**src/rtl/ust_pkg.sv**
```systemverilog
// Types, constants and register indexes for the usage session tracker.
`default_nettype none

package ust_pkg;

  localparam int COUNT_BITS    = 24;
  localparam int SUM_W         = 40;
  localparam int DUR_W         = 23;
  localparam int MS_PER_SECOND = 1000;

  // Shared divider: dividend covers the load sum, divisor covers the sample
  // count and the millisecond-per-second constant.
  localparam int DIV_N     = SUM_W;
  localparam int DIV_DW    = (COUNT_BITS > 10) ? COUNT_BITS : 10;
  localparam int DIV_CNT_W = $clog2(DIV_N + 1);

  localparam int CFG_IDX_W  = 3;
  localparam int CFG_DATA_W = 32;

  localparam logic [CFG_IDX_W-1:0] CFG_WEIGHT_THRESHOLD   = 3'd0;
  localparam logic [CFG_IDX_W-1:0] CFG_START_DELAY_MS     = 3'd1;
  localparam logic [CFG_IDX_W-1:0] CFG_END_TIMEOUT_MS     = 3'd2;
  localparam logic [CFG_IDX_W-1:0] CFG_MIN_SESSION_MS     = 3'd3;
  localparam logic [CFG_IDX_W-1:0] CFG_DISTANCE_PER_COUNT = 3'd4;

  localparam logic [15:0] RST_WEIGHT_THRESHOLD   = 16'd500;
  localparam logic [15:0] RST_START_DELAY_MS     = 16'd2000;
  localparam logic [15:0] RST_END_TIMEOUT_MS     = 16'd5000;
  localparam logic [31:0] RST_MIN_SESSION_MS     = 32'd10000;
  localparam logic [15:0] RST_DISTANCE_PER_COUNT = 16'd256;

  typedef struct packed {
    logic [31:0]        time_ms;
    logic [15:0]        total_weight;
    logic signed [31:0] encoder_position;
  } in_item_t;

  typedef struct packed {
    logic             in_use;
    logic             session_ended;
    logic             session_saved;
    logic [DUR_W-1:0] duration_s;
    logic [31:0]      session_distance;
    logic [15:0]      average_weight;
    logic [15:0]      peak_weight;
    logic [15:0]      sessions_today;
    logic [31:0]      distance_today;
  } out_item_t;

  typedef struct packed {
    logic              start;
    logic [DIV_N-1:0]  dividend;
    logic [DIV_DW-1:0] divisor;
  } div_req_t;

  typedef struct packed {
    logic             done;
    logic [DIV_N-1:0] quotient;
  } div_rsp_t;

endpackage

`default_nettype wire

```
**src/rtl/ust_divider.sv**
```systemverilog
// Shared restoring divider: one quotient bit per cycle.
`default_nettype none

module ust_divider (
  input  logic              clk_i,
  input  logic              rst_ni,
  input  ust_pkg::div_req_t req_i,
  output ust_pkg::div_rsp_t rsp_o
);
  import ust_pkg::*;

  logic [DIV_N-1:0]     quo_q;
  logic [DIV_DW-1:0]    rem_q;
  logic [DIV_DW-1:0]    divisor_q;
  logic [DIV_CNT_W-1:0] cnt_q;
  logic                 done_q;

  logic [DIV_DW:0] rem_shift;
  logic [DIV_DW:0] rem_diff;
  logic            fits;

  always_comb begin
    rem_shift = {rem_q, quo_q[DIV_N-1]};
    rem_diff  = rem_shift - {1'b0, divisor_q};
    fits      = rem_shift >= {1'b0, divisor_q};
  end

  always_ff @(posedge clk_i or negedge rst_ni) begin
    if (!rst_ni) begin
      cnt_q  <= '0;
      done_q <= 1'b0;
    end else if (req_i.start) begin
      cnt_q  <= DIV_CNT_W'(DIV_N);
      done_q <= 1'b0;
    end else if (cnt_q != '0) begin
      cnt_q  <= cnt_q - DIV_CNT_W'(1);
      done_q <= (cnt_q == DIV_CNT_W'(1));
    end else begin
      done_q <= 1'b0;
    end
  end

  // The quotient shifts in from the bottom as the dividend shifts out the top.
  always_ff @(posedge clk_i) begin
    if (req_i.start) begin
      quo_q     <= req_i.dividend;
      rem_q     <= '0;
      divisor_q <= req_i.divisor;
    end else if (cnt_q != '0) begin
      quo_q <= {quo_q[DIV_N-2:0], fits};
      rem_q <= fits ? rem_diff[DIV_DW-1:0] : rem_shift[DIV_DW-1:0];
    end
  end

  assign rsp_o.done     = done_q;
  assign rsp_o.quotient = quo_q;

endmodule

`default_nettype wire

```
**src/rtl/usage_session_tracker.sv**
```systemverilog
// Usage session tracker: one sensor sample per item in, one status item out per sample.
// A sample is taken when in_stall_o is low and processed by a small sequencer; the
// result sits in an output register, so the next sample can be taken while it waits.
// A sample that does not close a session is evaluated and its result is written to the
// output register; a loaded sample during a session also goes through delta, magnitude,
// 32x16 multiply, then accumulate. A sample that closes a session runs the shared
// restoring divider (one quotient bit per cycle over a 40-bit dividend) for the duration
// in seconds and again for the average load, or only once when the session holds no
// samples. A stalled output holds a finished sample back only while the previous item
// still waits in the output register.
// Configuration writes are taken at any time and must only be issued while the block
// is idle.
`default_nettype none

module usage_session_tracker (
  input  logic                               clk_i,
  input  logic                               rst_ni,
  input  logic                               in_valid_i,
  output logic                               in_stall_o,
  input  ust_pkg::in_item_t                  in_item_i,
  output logic                               out_valid_o,
  input  logic                               out_stall_i,
  output ust_pkg::out_item_t                 out_item_o,
  input  logic                               cfg_we_i,
  input  logic [ust_pkg::CFG_IDX_W-1:0]      cfg_idx_i,
  input  logic [ust_pkg::CFG_DATA_W-1:0]     cfg_data_i
);
  import ust_pkg::*;

  typedef enum logic [3:0] {
    S_IDLE,
    S_EVAL,
    S_MAG,
    S_MUL,
    S_ACC,
    S_DIV_TIME,
    S_WAIT_TIME,
    S_DIV_AVG,
    S_WAIT_AVG,
    S_CLOSE,
    S_DONE
  } state_e;

  localparam logic [COUNT_BITS-1:0] COUNT_MAX = '1;

  // Configuration
  logic [15:0] thr_q, start_delay_q, end_timeout_q, dist_per_count_q;
  logic [31:0] min_session_q;

  // Session state
  state_e                state_q;
  logic                  active_q, load_seen_q;
  logic [31:0]           last_load_q, start_time_q, prev_pos_q, dist_q, daily_q;
  logic [SUM_W-1:0]      sum_q;
  logic [COUNT_BITS-1:0] count_q;
  logic [15:0]           peak_q, saved_count_q;

  // Per-item work registers
  in_item_t         item_q;
  logic [31:0]      delta_q, mag_q, elapsed_q;
  logic [47:0]      prod_q;
  logic             ended_q, saved_q;
  logic [DUR_W-1:0] dur_q;
  logic [15:0]      avg_q;
  out_item_t        out_q;
  logic             out_valid_q;

  logic             loaded;
  logic [31:0]      since_load;
  logic [31:0]      delta_raw;
  logic [48:0]      dist_sum;
  logic [SUM_W:0]   sum_next;
  logic [32:0]      daily_sum;
  div_req_t         div_req;
  div_rsp_t         div_rsp;

  always_comb begin
    loaded     = item_q.total_weight > thr_q;
    since_load = item_q.time_ms - last_load_q;
    delta_raw  = $unsigned(item_q.encoder_position) - prev_pos_q;
    dist_sum   = 49'(dist_q) + 49'(prod_q);
    sum_next   = {1'b0, sum_q} + (SUM_W + 1)'(item_q.total_weight);
    daily_sum  = {1'b0, daily_q} + {1'b0, dist_q};
  end

  always_comb begin
    div_req.start = (state_q == S_DIV_TIME) || (state_q == S_DIV_AVG);
    if (state_q == S_DIV_AVG) begin
      div_req.dividend = sum_q;
      div_req.divisor  = DIV_DW'(count_q);
    end else begin
      div_req.dividend = DIV_N'(elapsed_q);
      div_req.divisor  = DIV_DW'(MS_PER_SECOND);
    end
  end

  ust_divider u_divider (
    .clk_i  (clk_i),
    .rst_ni (rst_ni),
    .req_i  (div_req),
    .rsp_o  (div_rsp)
  );

  always_ff @(posedge clk_i or negedge rst_ni) begin
    if (!rst_ni) begin
      thr_q            <= RST_WEIGHT_THRESHOLD;
      start_delay_q    <= RST_START_DELAY_MS;
      end_timeout_q    <= RST_END_TIMEOUT_MS;
      min_session_q    <= RST_MIN_SESSION_MS;
      dist_per_count_q <= RST_DISTANCE_PER_COUNT;
    end else if (cfg_we_i) begin
      unique case (cfg_idx_i)
        CFG_WEIGHT_THRESHOLD:   thr_q            <= cfg_data_i[15:0];
        CFG_START_DELAY_MS:     start_delay_q    <= cfg_data_i[15:0];
        CFG_END_TIMEOUT_MS:     end_timeout_q    <= cfg_data_i[15:0];
        CFG_MIN_SESSION_MS:     min_session_q    <= cfg_data_i;
        CFG_DISTANCE_PER_COUNT: dist_per_count_q <= cfg_data_i[15:0];
        default: ;
      endcase
    end
  end

  always_ff @(posedge clk_i or negedge rst_ni) begin
    if (!rst_ni) begin
      state_q       <= S_IDLE;
      active_q      <= 1'b0;
      load_seen_q   <= 1'b0;
      last_load_q   <= '0;
      start_time_q  <= '0;
      prev_pos_q    <= '0;
      dist_q        <= '0;
      sum_q         <= '0;
      count_q       <= '0;
      peak_q        <= '0;
      saved_count_q <= '0;
      daily_q       <= '0;
      out_valid_q   <= 1'b0;
    end else begin
      // In S_DONE the output register is refilled instead of cleared.
      if (out_valid_q && !out_stall_i && state_q != S_DONE) begin
        out_valid_q <= 1'b0;
      end
      unique case (state_q)
        S_IDLE: begin
          if (in_valid_i) begin
            item_q  <= in_item_i;
            ended_q <= 1'b0;
            saved_q <= 1'b0;
            dur_q   <= '0;
            avg_q   <= '0;
            state_q <= S_EVAL;
          end
        end
        S_EVAL: begin
          if (!active_q) begin
            if (loaded) begin
              if (!load_seen_q) begin
                load_seen_q <= 1'b1;
                last_load_q <= item_q.time_ms;
              end else if (since_load > 32'(start_delay_q)) begin
                active_q     <= 1'b1;
                start_time_q <= item_q.time_ms;
                prev_pos_q   <= $unsigned(item_q.encoder_position);
                dist_q       <= '0;
                sum_q        <= '0;
                count_q      <= '0;
                peak_q       <= '0;
              end
            end else begin
              load_seen_q <= 1'b0;
            end
            state_q <= S_DONE;
          end else if (loaded) begin
            delta_q <= delta_raw;
            state_q <= S_MAG;
          end else if (since_load > 32'(end_timeout_q)) begin
            elapsed_q <= item_q.time_ms - start_time_q;
            state_q   <= S_DIV_TIME;
          end else begin
            state_q <= S_DONE;
          end
        end
        S_MAG: begin
          // The most negative delta negates to itself, which is its magnitude.
          mag_q   <= delta_q[31] ? (32'd0 - delta_q) : delta_q;
          state_q <= S_MUL;
        end
        S_MUL: begin
          prod_q  <= 48'(mag_q) * 48'(dist_per_count_q);
          state_q <= S_ACC;
        end
        S_ACC: begin
          dist_q      <= (dist_sum[48:32] != '0) ? 32'hFFFF_FFFF : dist_sum[31:0];
          prev_pos_q  <= $unsigned(item_q.encoder_position);
          last_load_q <= item_q.time_ms;
          if (count_q != COUNT_MAX) begin
            count_q <= count_q + COUNT_BITS'(1);
            sum_q   <= sum_next[SUM_W] ? '1 : sum_next[SUM_W-1:0];
          end
          if (item_q.total_weight > peak_q) begin
            peak_q <= item_q.total_weight;
          end
          state_q <= S_DONE;
        end
        S_DIV_TIME: begin
          state_q <= S_WAIT_TIME;
        end
        S_WAIT_TIME: begin
          if (div_rsp.done) begin
            dur_q   <= div_rsp.quotient[DUR_W-1:0];
            saved_q <= elapsed_q >= min_session_q;
            state_q <= (count_q == '0) ? S_CLOSE : S_DIV_AVG;
          end
        end
        S_DIV_AVG: begin
          state_q <= S_WAIT_AVG;
        end
        S_WAIT_AVG: begin
          if (div_rsp.done) begin
            avg_q   <= div_rsp.quotient[15:0];
            state_q <= S_CLOSE;
          end
        end
        S_CLOSE: begin
          active_q <= 1'b0;
          ended_q  <= 1'b1;
          if (saved_q) begin
            daily_q <= daily_sum[32] ? 32'hFFFF_FFFF : daily_sum[31:0];
            if (saved_count_q != 16'hFFFF) begin
              saved_count_q <= saved_count_q + 16'd1;
            end
          end
          state_q <= S_DONE;
        end
        S_DONE: begin
          // Wait until the output register is free or being emptied this cycle.
          if (!out_valid_q || !out_stall_i) begin
            out_q.in_use           <= active_q;
            out_q.session_ended    <= ended_q;
            out_q.session_saved    <= saved_q;
            out_q.duration_s       <= dur_q;
            out_q.session_distance <= ended_q ? dist_q : '0;
            out_q.average_weight   <= avg_q;
            out_q.peak_weight      <= ended_q ? peak_q : '0;
            out_q.sessions_today   <= saved_count_q;
            out_q.distance_today   <= daily_q;
            out_valid_q            <= 1'b1;
            state_q                <= S_IDLE;
          end
        end
        default: state_q <= S_IDLE;
      endcase
    end
  end

  assign in_stall_o  = (state_q != S_IDLE);
  assign out_valid_o = out_valid_q;
  assign out_item_o  = out_q;

endmodule

`default_nettype wire

```
**config.mk**
```make
export PLATFORM = sky130hd
export DESIGN_NAME = usage_session_tracker
export DESIGN_NICKNAME = d
export VERILOG_FILES = /design/src/rtl/ust_pkg.sv /design/src/rtl/ust_divider.sv /design/src/rtl/usage_session_tracker.sv
export SDC_FILE = /design/constraint.sdc
export NUM_CORES = 2
export LEC_CHECK = 0
export ABC_AREA = 1
export BUFFER_PORTS_ARGS = -buffer_cell sky130_fd_sc_hd__buf_4
export CORE_ASPECT_RATIO = 1.75
export CORE_MARGIN = 2
export CORE_UTILIZATION = 25
export CTS_BUF_LIST = sky130_fd_sc_hd__clkbuf_4 sky130_fd_sc_hd__clkbuf_8
export DETAILED_ROUTE_END_ITERATION = 10
export PLACE_DENSITY = 0.36
export SLEW_MARGIN = 5
export SYNTH_ARGS = -nofsm -noshare
export SYNTH_HDL_FRONTEND = slang
export SYNTH_HIERARCHICAL = 1
export SYNTH_SLANG_ARGS = --single-unit
```
**constraint.sdc**
```tcl
create_clock -name clk_i -period 19.83 [get_ports clk_i]
set_input_delay 1.983 -clock clk_i [delete_from_list [all_inputs] [get_ports clk_i]]
set_output_delay 1.983 -clock clk_i [all_outputs]
set_load 0.01 [all_outputs]
```
## Yosys cells after proc, flatten, opt, wreduce, memory -nomap -nowiden

Cells that the tools add are included.

| storage, ports and cells | value |
|---|---|
| flip-flop bits (word level) | 857 |
| input bits | 120 |
| output and inout bits | 140 |
| logic and storage cells | 207 |

| cells by class | value |
|---|---|
| $add $sub $neg | 11 |
| multipliers | 1 |
| order comparisons | 6 |
| equal/unequal tests | 29 |
| multiplexer cells | 72 |
| bitwise gates (word level) | 2 |
| reduce and logical (&&, ||, !) cells | 42 |

Operator list:

| kind | number |
|---|---|
| 32-bit two-way mux | 13 |
| 40-bit two-way mux | 8 |
| 32-bit case mux with 2 select lines | 3 |
| 24-bit two-way mux | 6 |
| 16-bit two-way mux | 7 |
| 32-bit subtractor | 3 |
| 40-bit case mux with 2 select lines | 1 |
| 32-bit by 16-bit > comparator with 1-bit output | 2 |
| 64-bit two-way mux | 1 |
| 16-bit case mux with 2 select lines | 2 |
| 32-bit by 48-bit adder with 49-bit output | 1 |
| 32-bit by 16-bit multiplier with 48-bit output | 1 |
| 24-bit case mux with 2 select lines | 1 |
| 23-bit two-way mux | 2 |
| 23-bit case mux with 2 select lines | 1 |
| 40-bit by 16-bit adder with 41-bit output | 1 |
| 4-bit case mux with 10 select lines | 1 |
| 32-bit by 32-bit adder with 33-bit output | 1 |
| 32-bit >= comparator | 1 |
| 16-bit > comparator | 2 |
| 4-bit two-way mux | 8 |
| 1-bit by 32-bit subtractor with 32-bit output, first input constant | 1 |
| 31-bit two-way mux | 1 |
| 25-bit by 24-bit >= comparator with 1-bit output | 1 |
| other kinds (37) | 94 |

## Logic depth before layout (Yosys ltp)

| logic depth | value |
|---|---|
| depth in word-level cells | 7 |
| gate-level depth with buffers | 32 |
| gate-level depth less buffers | 30 |

## Modules after synthesis

Netlist, hierarchy kept.

Modules (own cells, without submodules):

| module | times used | cells each | area an instance (um2) | seq. area each (um2) |
|---|---|---|---|---|
| usage_session_tracker | 1 | 7,404 | 60,277.8 | 21,114.0 |
| ust_divider | 1 | 795 | 5,855.6 | 2,577.5 |

## Worst setup path before layout

Ideal clock, no wire load.

| timing path | value |
|---|---|
| path kind | input port to flip-flop |
| from | in rst_ni |
| to | reg out_q (netlist bit out_item_o[0]), enable pin |
| library setup time | 804 ps |
| arrival | 11,400 ps |
| required time | 19,026 ps |
| setup slack | 7,626 ps |
| stages on the path | 2 |
| path buffers | 0 |
| cells stage by stage | inv_1 > nor3_1 |

| on the way | value |
|---|---|
| longest elaborated chain between the ends | 1 |

RTL lines:

| element | line | source |
|---|---|---|
| start, declared | usage_session_tracker.sv:17 | `input logic rst_ni,` |
| 3-bit AND reduction (no source line) | - |  |
| end, declared | usage_session_tracker.sv:65 | `out_item_t out_q;` |

No other way between the ends.
A chain may end at the register's enable or synchronous reset.

## Worst setup path in the final report

| timing path | value |
|---|---|
| from | reg dist_per_count_q[12] |
| to | reg prod_q[39], data pin |

| on the way | value |
|---|---|
| longest elaborated chain between the ends | 1 |

RTL lines:

| element | line | source |
|---|---|---|
| start, declared | usage_session_tracker.sv:47 | `logic [15:0] thr_q, start_delay_q, end_timeout_q, dist_per_count_q;` |
| start signal, assigned | usage_session_tracker.sv:117 | `CFG_DISTANCE_PER_COUNT: dist_per_count_q <= cfg_data_i[15:0];` |
| 32-bit by 16-bit multiplier with 48-bit output | usage_session_tracker.sv:189 | `prod_q <= 48'(mag_q) * 48'(dist_per_count_q);` |
| end signal, assigned | usage_session_tracker.sv:189 |  |
| end, declared | usage_session_tracker.sv:61 | `logic [47:0] prod_q;` |

No other way between the ends.

==> Implementation_results.wiki <==
{| class="wikitable"
! Metric !! Value
|-
| Placeable core region || 262900 µm²
|-
| Number of ports placed on the die boundary || 260
|-
| Xor and xnor fraction of the mapped netlist area || 0.03629
|-
| Final non-filler cell area || 75530 µm²
|-
| X dimension of the die || 392.8 µm
|-
| Placed Area || 71950 µm²
|-
| Routed length per instance || 19.26 µm
|-
| Arrival time worst endpoint || 7.66 ns
|-
| Number of enable-type register cells in the synthesized netlist || 467
|-
| Hold Vio Cnt, Final || 0
|-
| Initial Utilization || 0.2515
|-
| Outcome || completed
|-
| Global-route wire length before repair || 354.1 mm
|-
| Max Root-Sink Buffers || 4
|-
| Largest family of logic cells by synthesized area || simple AND/OR/NAND/NOR gates
|-
| Via Count || 53200
|-
| Compound-cell area share of the yosys netlist || 0.07458
|-
| Number of setup buffers added after CTS || 0
|-
| Global placement routability congestion || 0.9281
|-
| Synth cell types || 62
|-
| Detailed-routing iteration count for the pre-antenna-repair pass || 6
|-
| Biggest area contributors in the synthesized netlist || sky130_fd_sc_hd__edfxtp_1 (21%), sky130_fd_sc_hd__nand2_1 (13%), sky130_fd_sc_hd__dfrtp_1 (13%)
|-
| Power per cell area || 144.3 nW/µm²
|-
| Clock root cell || sky130_fd_sc_hd__clkbuf_8
|-
| Synthesized instance count || 8199
|-
| Source-to-sink clock delay at the later pin of the worst-skew pair || 1.00 ns
|-
| HPWL Detailed || 182.9 mm
|-
| Average via count per standard cell || 4.402
|-
| Post-Route Setup TNS || 0 ns
|-
| Slew Viols, Final || 0
|-
| Critical path's top delay family || adder cells
|-
| Largest area contributor in the synthesized netlist || sky130_fd_sc_hd__edfxtp_1
|-
| Worst min-delay path category || flip-flop to flip-flop
|-
| Worst path bufs/invs || 3
|-
| Final critical-path share of the clock period || 0.3543
|-
| Remaining number of nets flagged by the antenna check after routing || 0
|-
| Net switching power || 0.005251 W
|-
| Crit-path cells || nand2_1 -> fa_1 -> inv_1 -> fa_1 -> fa_1 -> fa_1 -> fa_1 -> inv_1 -> fa_1 -> inv_1 -> ha_1 -> nand2_1 -> nor2_1 -> nand2_1 -> nor3_1 -> nor2_1 -> o21ai_0 -> a21oi_1 -> xnor2_1
|-
| Area of the die || 268800 µm²
|-
| Overall Global Routing Usage || 0.1736
|-
| Adder-cell share of the synthesized area || 0.2079
|-
| Syn_nets || 9163
|-
| Post-CTS Hold Fix Bufs || 0
|-
| Type of the setup path with the least slack || flip-flop to flip-flop
|-
| Vias in the first global route || 57440
|-
| Final worst hold slack || 0.4125 ns
|-
| Worst VDD drop || 0.2449 mV
|-
| Measured slew at the worst slew-check pin || 1.208 ns
|-
| Sequential area share after synthesis || 0.3582
|-
| Sw Share || 0.4816
|-
| CTS-repair resized insts || 0
|-
| Sum of routed wire length over all layers || 232.8 mm
|-
| Post-CTS clock slew at the launch and capture registers of the worst setup and hold paths || 0.07 ns
|-
| Pin count of the biggest net entering global routing || 137
|-
| Share of flip-flops with an asynchronous set or reset || 0.4271
|-
| Total of flip-flops plus latches after synthesis || 857
|-
| Count of input and output buffers || 259
|-
| Highest net fanout along the worst path || 33
|-
| Max-cap violations || 0
|-
| Clk sink count || 857
|-
| Relative area change from synthesis to final layout || 14.21%
|-
| RSZ-0062 raised after global routing || false
|-
| Number of DRC violations after detailed-routing iteration 0 || 2686
|-
| # setup viols final || 0
|-
| Count of unresolved DRC violations after routing || 0
|-
| Critical Path Max Stage Delay || 1.00 ns
|-
| Slowest CP cell || sky130_fd_sc_hd__dfrtp_2
|-
| Sequential group share of total power || 0.205
|-
| Shortest period the worst path allows || 7.025 ns
|-
| Pleak || 36.38 nW
|-
| Antenna violations before repair || 9
|-
| Post-synthesis instance area || 66130 µm²
|-
| Post-synthesis mux area share || 0.0001703
|-
| Grt total ovfl || 0
|-
| Fraction of final layout cells with drive strength greater than 1 || 0.08393
|-
| Timing-limited maximum frequency || 142.3 MHz
|-
| Simple-gate share of the synthesized area || 0.2136
|-
| Most common flop cell mapped by yosys || sky130_fd_sc_hd__edfxtp_1
|-
| Layout net count || 9389
|-
| Post-synthesis average cell area || 8.066 µm²
|-
| Critical Path Start Type || flip-flop
|-
| Worst slew margin || 0.1930
|-
| Combinational fraction of design power || 0.615
|-
| Clock group share of total power || 0.180
|-
| Post-synth top area share || 0.2120
|-
| Count of synthesis-stage warnings from yosys || 6
|-
| WP data required || 20.46 ns
|-
| Number of rows in the core area || 249
|-
| Type of element capturing the critical path || flip-flop
|-
| Die Y || 684.4 µm
|-
| Number of buffers created by CTS || 166
|-
| H-tree Lvls || 4
|-
| Top cell by count, worst path || sky130_fd_sc_hd__fa_1
|-
| CTS tree || built
|-
| Internal power || 0.005652 W
|-
| Post-Route Skew || 0.1526 ns
|}
-- layout make-up --
| class | count | area, µm² |
|---|---|---|
| timing repair buffer | 325 | 2460 |
| multi-input combinational | 5450 | 35300 |
| clock buffer | 231 | 2917 |
| inverter | 1625 | 6100 |
| fill | 28770 | 187400 |
| clock inverter | 67 | 629.4 |
| sequential | 857 | 23700 |
| tap | 3514 | 4397 |
| antenna | 15 | 37.54 |
-- cell families after synthesis --
group	count (synthesis)
simple gates	3440
buf+inv	1892
compound gates	891
flops	857
fa+ha+maj	844
xor+xnor	274
mux	1
-- path summary, 6_finish.rpt --
path	startpoint	endpoint	slack, ns	depth (start not counted)
min in group asynchronous	rst_ni	daily_q[2]	0.96	1
setup / recovery	dist_per_count_q[12]	prod_q[39]	12.80	19
hold / removal	dur_q[22]	out_item_o[134]	0.41	0
max in group asynchronous	rst_ni	u_divider/cnt_q[3]	16.42	4
setup reg to reg	dist_per_count_q[12]	prod_q[39]	12.80	19
hold reg to reg	dur_q[22]	out_item_o[134]	0.41	0
-- routing by layer --
metal	global-route usage	share of wire	up-vias
met5	0	0.000056	-
met4	0.05622	0.033	2
met3	0.01994	0.033	372
met2	0.3426	0.55	940
met1	0.1874	0.38	25710
li1	-	-	26170
-- sequential cells by signal, summed over array words and instances (netlist names), 23 cells and up --
name / flops
last_load_q: 32
out_item_o: 138
mag_q: 32
daily_q: 32
prev_pos_q: 32
dist_q: 32
item_q: 80
u_divider/divisor_q: 24
min_session_q: 32
prod_q: 48
u_divider/quo_q: 40
start_time_q: 32
sum_q: 40
u_divider/rem_q: 24
count_q: 24
elapsed_q: 32
dur_q: 23
delta_q: 32
-- cells in the mapped netlist, drive strengths merged, types with 6 or more instances --
cell	n
nor2	546
a21boi	11
nand3	283
a221oi	6
o211ai	8
inv	1621
nand3b	14
o31ai	7
o21ai	375
nor4	20
nand2	2307
dfstp	23
a211oi	7
or2	9
xor2	168
o21bai	22
ha	419
edfxtp	467
a21o	20
dfxtp	24
nor3	90
dfrtp	343
buf	62
nand4	161
xnor2	106
a31oi	31
a21oi	345
fa	425
clkbuf	205
o21a	38
-- cell usage in the layout (no fill, tap or decap), drive strengths merged, types with 6 or more instances in the layout --
| cell type | n |
|---|---|
| a211oi | 7 |
| or2 | 9 |
| inv | 1622 |
| fa | 425 |
| bufinv | 11 |
| xnor2 | 106 |
| diode | 15 |
| nor4 | 20 |
| clkbuf | 231 |
| o21bai | 22 |
| dfstp | 23 |
| nand3 | 283 |
| edfxtp | 467 |
| o21ai | 375 |
| nand2 | 2307 |
| xor2 | 168 |
| o31ai | 7 |
| o21a | 38 |
| nand3b | 14 |
| a31oi | 31 |
| nor3 | 90 |
| dfrtp | 343 |
| a21boi | 11 |
| nor2 | 546 |
| dfxtp | 24 |
| clkinvlp | 6 |
| a21oi | 345 |
| nand4 | 161 |
| a221oi | 6 |
| clkinv | 53 |
| buf | 325 |
| ha | 419 |
| o211ai | 8 |
| a21o | 20 |
-- power by group through the flow --
stage          clock network (W)  registers, W  logic (W)
2_1_floorplan                  0       0.00225    0.00467
3_3_place_gp                   0       0.00227    0.00691
3_5_place_dp                   0       0.00227    0.00686
4_1_cts                  0.00206       0.00224    0.00692
5_1_grt                  0.00212       0.00224    0.00771
6_report                 0.00196       0.00224    0.00670
-- per-stage QoR --
stage / cells / power, W / setup slack, ns / util
after floorplan: 8199 / 0.006922 / 7.626 / -
after global placement: 11770 / 0.009189 / 12.75 / 0.2736
after detailed placement: 11770 / 0.009138 / 12.81 / 0.2736
after CTS: 12070 / 0.01122 / 12.75 / 0.2871
after global routing: 12080 / 0.01207 / 12.50 / 0.2872
final: 12080 / 0.01090 / 12.80 / 0.2872
No activity file was read; power rests on OpenSTA's default activity.
